==> src/hw/rtl/fof_pkg.sv <==
// Package for the formant grain synthesizer.
// Holds the controller state type, command and status structs, and fixed constants.
// No dependencies.
package fof_pkg;

  typedef enum logic [1:0] {
    ST_IDLE,
    ST_WALK,
    ST_DRAIN,
    ST_FIN
  } fof_state_e;

  // Commands from the controller to the datapath.
  typedef struct packed {
    logic accept;
    logic issue;
    logic load_out;
  } fof_cmd_t;

  // Status from the datapath to the controller.
  typedef struct packed {
    logic walk_done;
    logic pipe_busy;
    logic out_free;
  } fof_status_t;

  localparam int CfgIdxW = 2;
  localparam logic [CfgIdxW-1:0] CFG_FORMANT_INC = 2'd0;
  localparam logic [CfgIdxW-1:0] CFG_RISE_INC    = 2'd1;
  localparam logic [CfgIdxW-1:0] CFG_FALL_INC    = 2'd2;
  localparam logic [CfgIdxW-1:0] CFG_PERIODS     = 2'd3;

  localparam logic [23:0] RST_FORMANT_INC = 24'd228262;
  localparam logic [22:0] RST_RISE_INC    = 23'd262366;
  localparam logic [22:0] RST_FALL_INC    = 23'd9370;
  localparam logic [31:0] RST_PERIODS     = 32'd72980890;

  localparam logic [23:0] ENV_ONE  = 24'd4194304;
  localparam logic [24:0] ONE_Q24  = 25'd16777216;
  localparam int          SUM_MAX  = 2097151;
  localparam int          SUM_MIN  = -2097152;

endpackage

==> src/hw/rtl/fof_ctrl.sv <==
// Sequencer for one audio sample: accept, walk the ring, drain, hand off the result.
// Depends on fof_pkg.
module fof_ctrl (
  input  logic                clk_i,
  input  logic                rst_ni,
  input  logic                in_valid_i,
  output logic                in_stall_o,
  input  fof_pkg::fof_status_t status_i,
  output fof_pkg::fof_cmd_t    cmd_o
);
  import fof_pkg::*;

  fof_state_e state_q, state_d;

  always_comb begin
    state_d = state_q;
    case (state_q)
      ST_IDLE:  if (in_valid_i) state_d = ST_WALK;
      ST_WALK:  if (status_i.walk_done) state_d = ST_DRAIN;
      ST_DRAIN: if (!status_i.pipe_busy) state_d = ST_FIN;
      ST_FIN:   if (status_i.out_free) state_d = ST_IDLE;
      default:  state_d = ST_IDLE;
    endcase
  end

  always_comb begin
    cmd_o      = '0;
    in_stall_o = 1'b1;
    case (state_q)
      ST_IDLE: begin
        in_stall_o   = 1'b0;
        cmd_o.accept = in_valid_i;
      end
      ST_WALK:  cmd_o.issue    = !status_i.walk_done;
      ST_DRAIN: cmd_o          = '0;
      ST_FIN:   cmd_o.load_out = status_i.out_free;
      default:  cmd_o          = '0;
    endcase
  end

  always_ff @(posedge clk_i or negedge rst_ni) begin
    if (!rst_ni) begin
      state_q <= ST_IDLE;
    end else begin
      state_q <= state_d;
    end
  end

endmodule

==> config.mk <==
export PLATFORM = sky130hd
export DESIGN_NAME = fof_ctrl
export DESIGN_NICKNAME = d
export VERILOG_FILES = /design/src/hw/rtl/fof_pkg.sv /design/src/hw/rtl/fof_ctrl.sv
export SDC_FILE = /design/constraint.sdc
export NUM_CORES = 1
export LEC_CHECK = 0
export BUFFER_PORTS_ARGS = -buffer_cell sky130_fd_sc_hd__buf_2
export CORE_AREA = 2 2 39 41
export CTS_CLUSTER_DIAMETER = 30
export DETAILED_ROUTE_END_ITERATION = 16
export DIE_AREA = 0 0 41 43
export GPL_ROUTABILITY_DRIVEN = 1
export HOLD_SLACK_MARGIN = 0.08
export SLEW_MARGIN = 20
export SYNTH_ARGS = -nofsm -noshare
export SYNTH_HDL_FRONTEND = slang
export SYNTH_SLANG_ARGS = --single-unit
==> constraint.sdc <==
create_clock -name clk_i -period 1.98 [get_ports clk_i]
set_clock_uncertainty 0.1 [all_clocks]
set_input_delay 0.099 -clock clk_i [delete_from_list [all_inputs] [get_ports clk_i]]
set_output_delay 0.099 -clock clk_i [all_outputs]
set_load 0.02 [all_outputs]
==> reports/metrics.cfg, run 1 <==
[outcome]
status=completed

[sta]
holdWs_ps=85.8
setup-violations-final=0
hold_viol=0
fin_tns_setup_ps=0
rsz0062_at_grt=false
slew_headroom=0.835
worstMarginPinSlew_ps=245
min_period_ps=1510
final_max_slew_viol_count=0
min_period_over_period=0.764
max_freq_mhz=661

[synthesis]
yosysSeqAreaShare=0.267
ys_warn_count=0
synth_nets=29
synth_cells=19
syn_area_per_cell_sq_um=9.88
yosys-top-cells-area=dfrtp_1 (27%), ha_1 (27%), nor2b_4 (7.3%), and2_1 (6.7%), nand2b_1 (6.7%)
synth.distinct_cells=11
netlist_area_sq_um=188
netlist.area_leader.share=0.267
synth_seq_cells=2
yosys.area.top_type=dfrtp_1

[floorplan]
fp.dieW_um=41
ios=10
initial_utilization=0.136
fp-row-count=14
core_area_sq_um=1380
fp.dieH_um=43
dieArea_sq_um=1760

[setup_path]
crit_arrival_ps=1520
cp.required_ps=1980
cp_cell_sequence=inv_1 -> ha_1 -> nor2b_4 -> nand4b_1 -> mux2_1
cp_num_buf_inv=1
crit_family=flip-flops
r2r_slack_ps=470
path_class=reg2reg
crit_fanout=4
cp-end-kind=register
crit_slowest_cell=dfrtp_1
rr_startpoint=state_q[1]
reg2regPathDepth=5
cpPeakStageDelay_ps=370
start_kind=register
reg2reg_to=state_q[1]

[pwr]
p_clk_frac=0.224
p_per_area_nw_per_um2=1430
p_leak_uw=0.000150
power_frac_seq=0.206
p_int_uw=239
combinationalPowerShare=0.570
switchingPower_uw=170
switching_share=0.415
irDropWorstVdd_v=0.000240

[cts]
cts_made_buffers=3
cts_setup_buffers=0
path_clk_slew_ps=30
clkLatencyLatePin_ps=220
cts_sinks=2
cts_buffer_depth=2
htree_levels=1
postCtsResizedCells=0
cts_tree=yes
cts_root_buffer=clkbuf_4

[grt]
grt_max_degree=5
grt_first_pass_wirelength_um=621
overflow=0
grtUsageTotal=0.0623
antenna_found_initial=0
first_global_vias=161

[placed_design]
port-buffer-count=9
gp_congestion=0.595

[cells_and_area]
final_layout_size_suffix_gt1_frac=0.406
largestRegisters=state_q (2)
syn2layout_area_growth_pct=52.0
final_nets=44
regMostFlops=state_q
fillCellCount=163
largest_reg_flops=2
antennaDiodeCount=0

[route]
first_pass_iters=3
wirelength_um=381
antenna_left=0
viasPerCell=3.50
drc_errors=0
vias=168
wl_per_cell_um=7.94
dr.first_iter.drc_count=4

[job]
cap_violations=0

[min_path]
hold_class=in2async

synthesized netlist by cell type:
master,instances
dfrtp_1,2
ha_1,4
nand2b_1,2
mux2_1,1
and2_1,2
nor4b_1,1
nor2b_4,1
nand4b_1,1
nand2_1,1
inv_1,3
a21oi_1,1
layout by cell type, fill, tap and decap left out, drive strengths merged:
cell         synthesis  layout
ha                   4       4
buf                  0       9
nand2b               2       2
dlygate4sd3          0       1
and2                 2       2
mux2                 1       1
nor4b                1       1
inv                  3       3
nand4b               1       1
nand2                1       1
dfrtp                2       2
nor2b                1       1
clkbuf               0       3
a21oi                1       1
worst max-delay path by stage:
stage | startpoint | end | cells past startpoint
2_1_floorplan | state_q[1] | state_q[1] | 5
3_3_place_gp | state_q[1] | state_q[1] | 5
5_1_grt | state_q[1] | state_q[1] | 5
4_1_cts | state_q[1] | state_q[1] | 5
3_5_place_dp | state_q[1] | state_q[1] | 5
6_report | state_q[1] | state_q[1] | 5
cell families after synthesis:
group / share of synthesized area
AOI/OAI and AO/OA: 0.0266
adders and majority gates: 0.267
buffers and inverters: 0.0600
DFF: 0.267
muxes: 0.0600
and+or+nand+nor: 0.320
worst register-to-register path: cells and delay by family (launching register included):
family | cells | cell delay (ps)
DFF | 1 | 370
and+or+nand+nor | 2 | 330
muxes | 1 | 330
adders and majority gates | 1 | 190
buffers and inverters | 1 | 80
power groups by stage:
stage | registers [uW] | clock network, uW | logic, uW
global route | 87.8 | 105 | 268
CTS | 85.2 | 96.7 | 240
global placement | 85.1 | 0 | 226
finish | 84.3 | 91.5 | 233
detailed placement | 85.6 | 0 | 238
floorplan | 80.7 | 0 | 175
final cells by class:
class                      count  area, sq um  share of cell area
tap                           16         20.0              0.0702
timing repair buffer          10         55.1               0.193
clock buffer                   3         22.5              0.0789
sequential                     2         50.0               0.175
inverter                       3         11.3              0.0395
multi-input combinational     14          126               0.443
layer usage:
metal  GRT usage  up-vias  routed length [um]
li1            -       89                   -
met1      0.0548       72                 163
met2      0.0656        7                 181
met3      0.0628        0                  37
met4      0.0800        0                   0
met5           0        -                   0
through the flow:
stage                     instance area, sq um  instances  total power, uW   util  worst slack [ps]
after floorplan                            188         19              256      -               489
after global placement                     253         44              311  0.183               494
after detailed placement                   253         44              323  0.183               459
after CTS                                  285         48              422  0.206               446
after global routing                       285         48              462  0.206               364
final                                      285         48              409  0.206               466
repair_timing:
action,CTS,global route
hold buffers,1,0
setup endpoints to repair,0,0
endpoints found under the hold margin,2,0
Note: power is estimated with default switching activity, not from simulation.
==> run 2: changes to the inputs <==
==> constraint.sdc (replaced) <==
create_clock -name clk_i -period 1.3 [get_ports clk_i]
set_clock_uncertainty 0.1 [all_clocks]
set_input_delay 0.065 -clock clk_i [delete_from_list [all_inputs] [get_ports clk_i]]
set_output_delay 0.065 -clock clk_i [all_outputs]
set_load 0.02 [all_outputs]
==> run 2 against run 1 <==
  * The run now ends with negative setup slack left
  * Fmax is 2.1% higher
  * Via count is 9.5% higher
  * Wire length is 14% higher
  * Total power is 110% higher
  * Sequential share of layout area is 3.6 points lower
  * Largest cell class unchanged
  * Largest power group unchanged
==> reports/metrics.cfg, run 2 (synthesis gave the netlist of run 1 again) <==
[sta]
rsz0062_at_grt=true
min_period_over_period=1.14
min_period_ps=1480
max_freq_mhz=675
slew_headroom=0.868
fin_tns_setup_ps=-490
worstMarginPinSlew_ps=197
holdWs_ps=129
final_max_slew_viol_count=0
setup_slack_ps=-182
hold_viol=0
setup-violations-final=6

[setup_path]
cpPeakStageDelay_ps=380
cp-end-kind=register
crit_slowest_cell=dfrtp_1
cp.required_ps=1300
cp_cell_sequence=inv_2 -> ha_4 -> nor2b_4 -> nand4b_1 -> mux2_4
startpoint=state_q[1]
rr_startpoint=state_q[1]
cp_num_buf_inv=1
crit_family=flip-flops
crit_fanout=3
crit_arrival_ps=1480
path_class=reg2reg
start_kind=register

[placed_design]
hpwl_um=313
post-place-ws_ps=-201
dp.cells=47
gp_congestion=0.637
port-buffer-count=9

[route]
vias=184
dr.first_iter.drc_count=2
wirelength_um=435
first_pass_iters=4
wl_per_cell_um=8.21
viasPerCell=3.47
antenna_left=0
drc_errors=0

[cells_and_area]
regMostFlops=state_q
largestRegisters=state_q (2)
final_common_cell=buf_2
largest_reg_flops=2
final_cell_mix=buf_2 (6), buf_4 (5), clkbuf_4 (3)
final_layout_size_suffix_gt1_frac=0.676
fillCellCount=147
fin_util=0.267
final_cells=53
final_nets=49
syn2layout_area_growth_pct=96.7
antennaDiodeCount=0

[min_path]
min_from=status_i[1]
hold_class=in2reg

[cts]
path_clk_slew_ps=30
cts_tree=yes
cts_root_buffer=clkbuf_4
cts_sinks=2
cts_made_buffers=3
clkLatencyLatePin_ps=220
cts_buffer_depth=2
htree_levels=1

[floorplan]
dieArea_sq_um=1760
fp.dieW_um=41
core_area_sq_um=1380
fp-row-count=14
initial_utilization=0.136
fp.dieH_um=43
ios=10

[outcome]
status=finished, violations left
violations=negative setup slack

[pwr]
p_per_area_nw_per_um2=2290
irDropWorstVdd_v=0.000714
p_leak_uw=0.000178

[job]
cap_violations=0

[grt]
grt_first_pass_wirelength_um=565
antenna_found_initial=0
grtUsageTotal=0.0552
grt_max_degree=4
first_global_vias=154
overflow=0

## run 2: cell count changes in the layout (fill, tap and decap cells not counted), moves of 2 or more
cell   before  now
buf_6       0    2
inv_2       0    2
ha_1        4    1
buf_4       0    5
inv_1       3    1
buf_2       9    6
ha_2        0    2
## run 2: report_power, final
group / internal, uW / switching, uW
clock network: 102 / 34.7
logic: 317 / 249
registers: 102 / 42.6
## run 2: cell type report
class	count	area (sq um)	area share
timing repair buffer	15	110	0.298
clock buffer	3	22.5	0.0610
tap	16	20.0	0.0542
inverter	3	11.3	0.0305
multi-input combinational	14	154	0.417
sequential	2	51.3	0.139
## run 2: worst paths after layout
check,endpoint,slack [ps],depth (start not counted)
worst max-delay path,state_q[1],-180,5
worst min-delay path,state_q[0],130,4
worst max register to register,state_q[1],-180,5
worst min register to register,state_q[1],580,2
max in group asynchronous,state_q[0],390,3
min in group asynchronous,state_q[1],580,3
## run 2: what timing repair did
item	CTS	global route
hold endpoints to repair	2	0
resized for setup	6	8
setup endpoints to repair	5	6
hold buffers	2	0
setup buffers	0	1
## run 2: worst min-delay path: stages
cell	delay [ps]
buf_2	70
nand2_1	40
nand4b_1	130
a21oi_1	100
## run 2: metal layers
| layer | global-route usage | part of all wire |
|---|---|---|
| met5 | 0 | 0 |
| met4 | 0.0800 | 0 |
| met3 | 0.0157 | 0.071 |
| met2 | 0.0688 | 0.53 |
| met1 | 0.0579 | 0.39 |
## run 2: through the flow
stage               total power, uW  area (sq um)
finish                          847           369
global route                    936           369
CTS                             771           333
detailed placement              548           275
global placement                534           275
floorplan                       390           188
==> run 3: changes to the inputs <==
--- a/config.mk
+++ b/config.mk
@@ -5,6 +5,7 @@
 export SDC_FILE = /design/constraint.sdc
 export NUM_CORES = 1
 export LEC_CHECK = 0
+export ABC_AREA = 1
 export BUFFER_PORTS_ARGS = -buffer_cell sky130_fd_sc_hd__buf_2
 export CORE_AREA = 2 2 39 41
 export CTS_CLUSTER_DIAMETER = 30
==> run 3 against run 2 <==
  * Total power shrank 5.6%
  * Critical path type is now reg2out
  * Non-clock buffer count shrank 4
  * Die area is the same
  * Critical endpoint is now cmd_o[0]
  * Global-route usage is the same
  * Worst setup slack gained 210 ps
  * Design area grew 0.34%
  * Area after synthesis grew 8.7%
  * Largest cell class unchanged
  * Cell count grew 15%
  * Synthesized cell count grew 63%
  * First-iteration DRC count shrank 50%
  * The run now ends clean
==> reports/metrics.cfg, run 3 <==
[grt]
grt_max_degree=5
first_global_vias=178
grtUsageTotal=0.0552
antenna_found_initial=0
grt_first_pass_wirelength_um=600
overflow=0

[cells_and_area]
final_nets=57
largestRegisters=state_q (2)
final_common_cell=nand2_1
final_cell_mix=nand2_1 (8), buf_2 (7), inv_1 (5), inv_2 (4)
final_layout_size_suffix_gt1_frac=0.578
syn2layout_area_growth_pct=81.6
largest_reg_flops=2
fillCellCount=158
regMostFlops=state_q
antennaDiodeCount=0

[route]
drc_errors=0
wl_met1_um=147
dr_wl_met2_um=216
vias=212
wl_per_cell_um=6.23
wl_met3_um=15
dr.max_layer_used=met3
viasPerCell=3.48
first_pass_iters=2
dr.first_iter.drc_count=1
wirelength_um=380
antenna_left=0

[setup_path]
cp.required_ps=1130
crit_fanout=4
crit_arrival_ps=1100
path_class=reg2out
cp-end-kind=output pin
start_kind=register

[synthesis]
ys_warn_count=0
synthTopCellsByCount=nand2_1 (11), inv_1 (9), ha_1 (4), dfrtp_1 (2), o21ai_0 (2)
synth_nets=41
synth-edff-count=0
synth.distinct_cells=8
yosys.area.top_type=dfrtp_1
netlist.area_leader.share=0.245
synthArstFlopShare=1.00
yosysSeqAreaShare=0.245
netlist_area_sq_um=204
syn_area_per_cell_sq_um=6.58
synth_cells=31
yosys-top-cells-area=dfrtp_1 (25%), ha_1 (25%), nand2_1 (20%), inv_1 (17%), o21ai_0 (4.9%)
synthFlopType=dfrtp_1
synth_seq_cells=2
synth.most_common_cell=nand2_1

[sta]
min_period_ps=1270
rsz0062_at_grt=true
max_freq_mhz=787
min_period_over_period=0.977
final_max_slew_viol_count=0
fin_tns_setup_ps=0
holdWs_ps=97.9
setup-violations-final=0
hold_viol=0
worstMarginPinSlew_ps=168
slew_headroom=0.888

[cts]
htree_levels=1
path_clk_slew_ps=30
cts_tree=yes
cts_sinks=2
clkLatencyLatePin_ps=220
cts_buffer_depth=2
cts_made_buffers=3
cts_root_buffer=clkbuf_4

[floorplan]
core_area_sq_um=1380
ios=10
fp.dieW_um=41
initial_utilization=0.147
fp.dieH_um=43
dieArea_sq_um=1760
fp-row-count=14

[pwr]
irDropWorstVdd_v=0.000401
p_leak_uw=0.000216
p_per_area_nw_per_um2=2160

[min_path]
hold_class=in2reg

[placed_design]
hpwl_um=287
port-buffer-count=9
gp_congestion=0.649

[job]
cap_violations=0

[outcome]
status=completed

run 3: changes by cell type after synthesis, sizes merged, moves of 2 or more:
cell	before	now
o21ai	0	2
and2	2	0
nand2b	2	0
inv	3	9
nand2	1	12
run 3: final timing paths:
path,endpoint,cells past startpoint,from,slack (ps)
hold / removal,state_q[1],5,status_i[1],100
hold reg to reg,state_q[0],2,state_q[0],460
min in group asynchronous,state_q[1],3,rst_ni,590
setup / recovery,cmd_o[0],4,state_q[0],30
max in group asynchronous,state_q[0],3,rst_ni,370
setup reg to reg,state_q[1],5,state_q[0],80
run 3: final cells by class:
type | instances | area (sq um) | area share
clock buffers | 3 | 22.5 | 0.0608
flip-flops and latches | 2 | 51.3 | 0.139
multi-input cells | 20 | 165 | 0.446
repair buffers | 11 | 77.6 | 0.209
well taps | 16 | 20.0 | 0.0541
inverters | 9 | 33.8 | 0.0912
run 3: per-stage QoR:
stage               setup slack (ps)  cells  power [uW]  area, sq um   util
global placement                16.1     56         504          269  0.194
global route                   -39.6     61         900          370  0.268
CTS                             2.41     61         704          327  0.236
finish                          30.0     61         800          370  0.268
floorplan                        107     31         413          204      -
detailed placement             -2.18     56         506          269  0.194
run 3: layer usage:
layer / vias to the layer above / track usage
li1: 116 / -
met1: 92 / 0.0514
met2: 4 / 0.0750
met3: 0 / 0.0314
met4: 0 / 0.0600
met5: - / 0
run 3: cells by family after synthesis:
logic type                 count (synthesis)  share of synthesized area
AOI/OAI and AO/OA                          2                     0.0491
buffers and inverters                      9                      0.166
DFF                                        2                      0.245
and+or+nand+nor                           14                      0.295
adders and majority gates                  4                      0.245
run 3: repair_timing:
action,in CTS,in global routing
gates resized for setup,5,16
gates cloned,0,0
pin swaps,1,6
hold endpoints to repair,2,0
endpoints found under the setup margin,1,4
setup buffers,0,0
hold buffers,2,0
run 3: worst max-delay path, cell delays in order (launching register included):
cell and delay, ps:
dfrtp_2 440, ha_1 220, nand2_1 60, inv_1 30
buf_2 140
run 3: power by group:
group	internal (uW)	switching, uW
sequential	101	52.5
clock	102	32.4
combinational	231	281
total	434	366
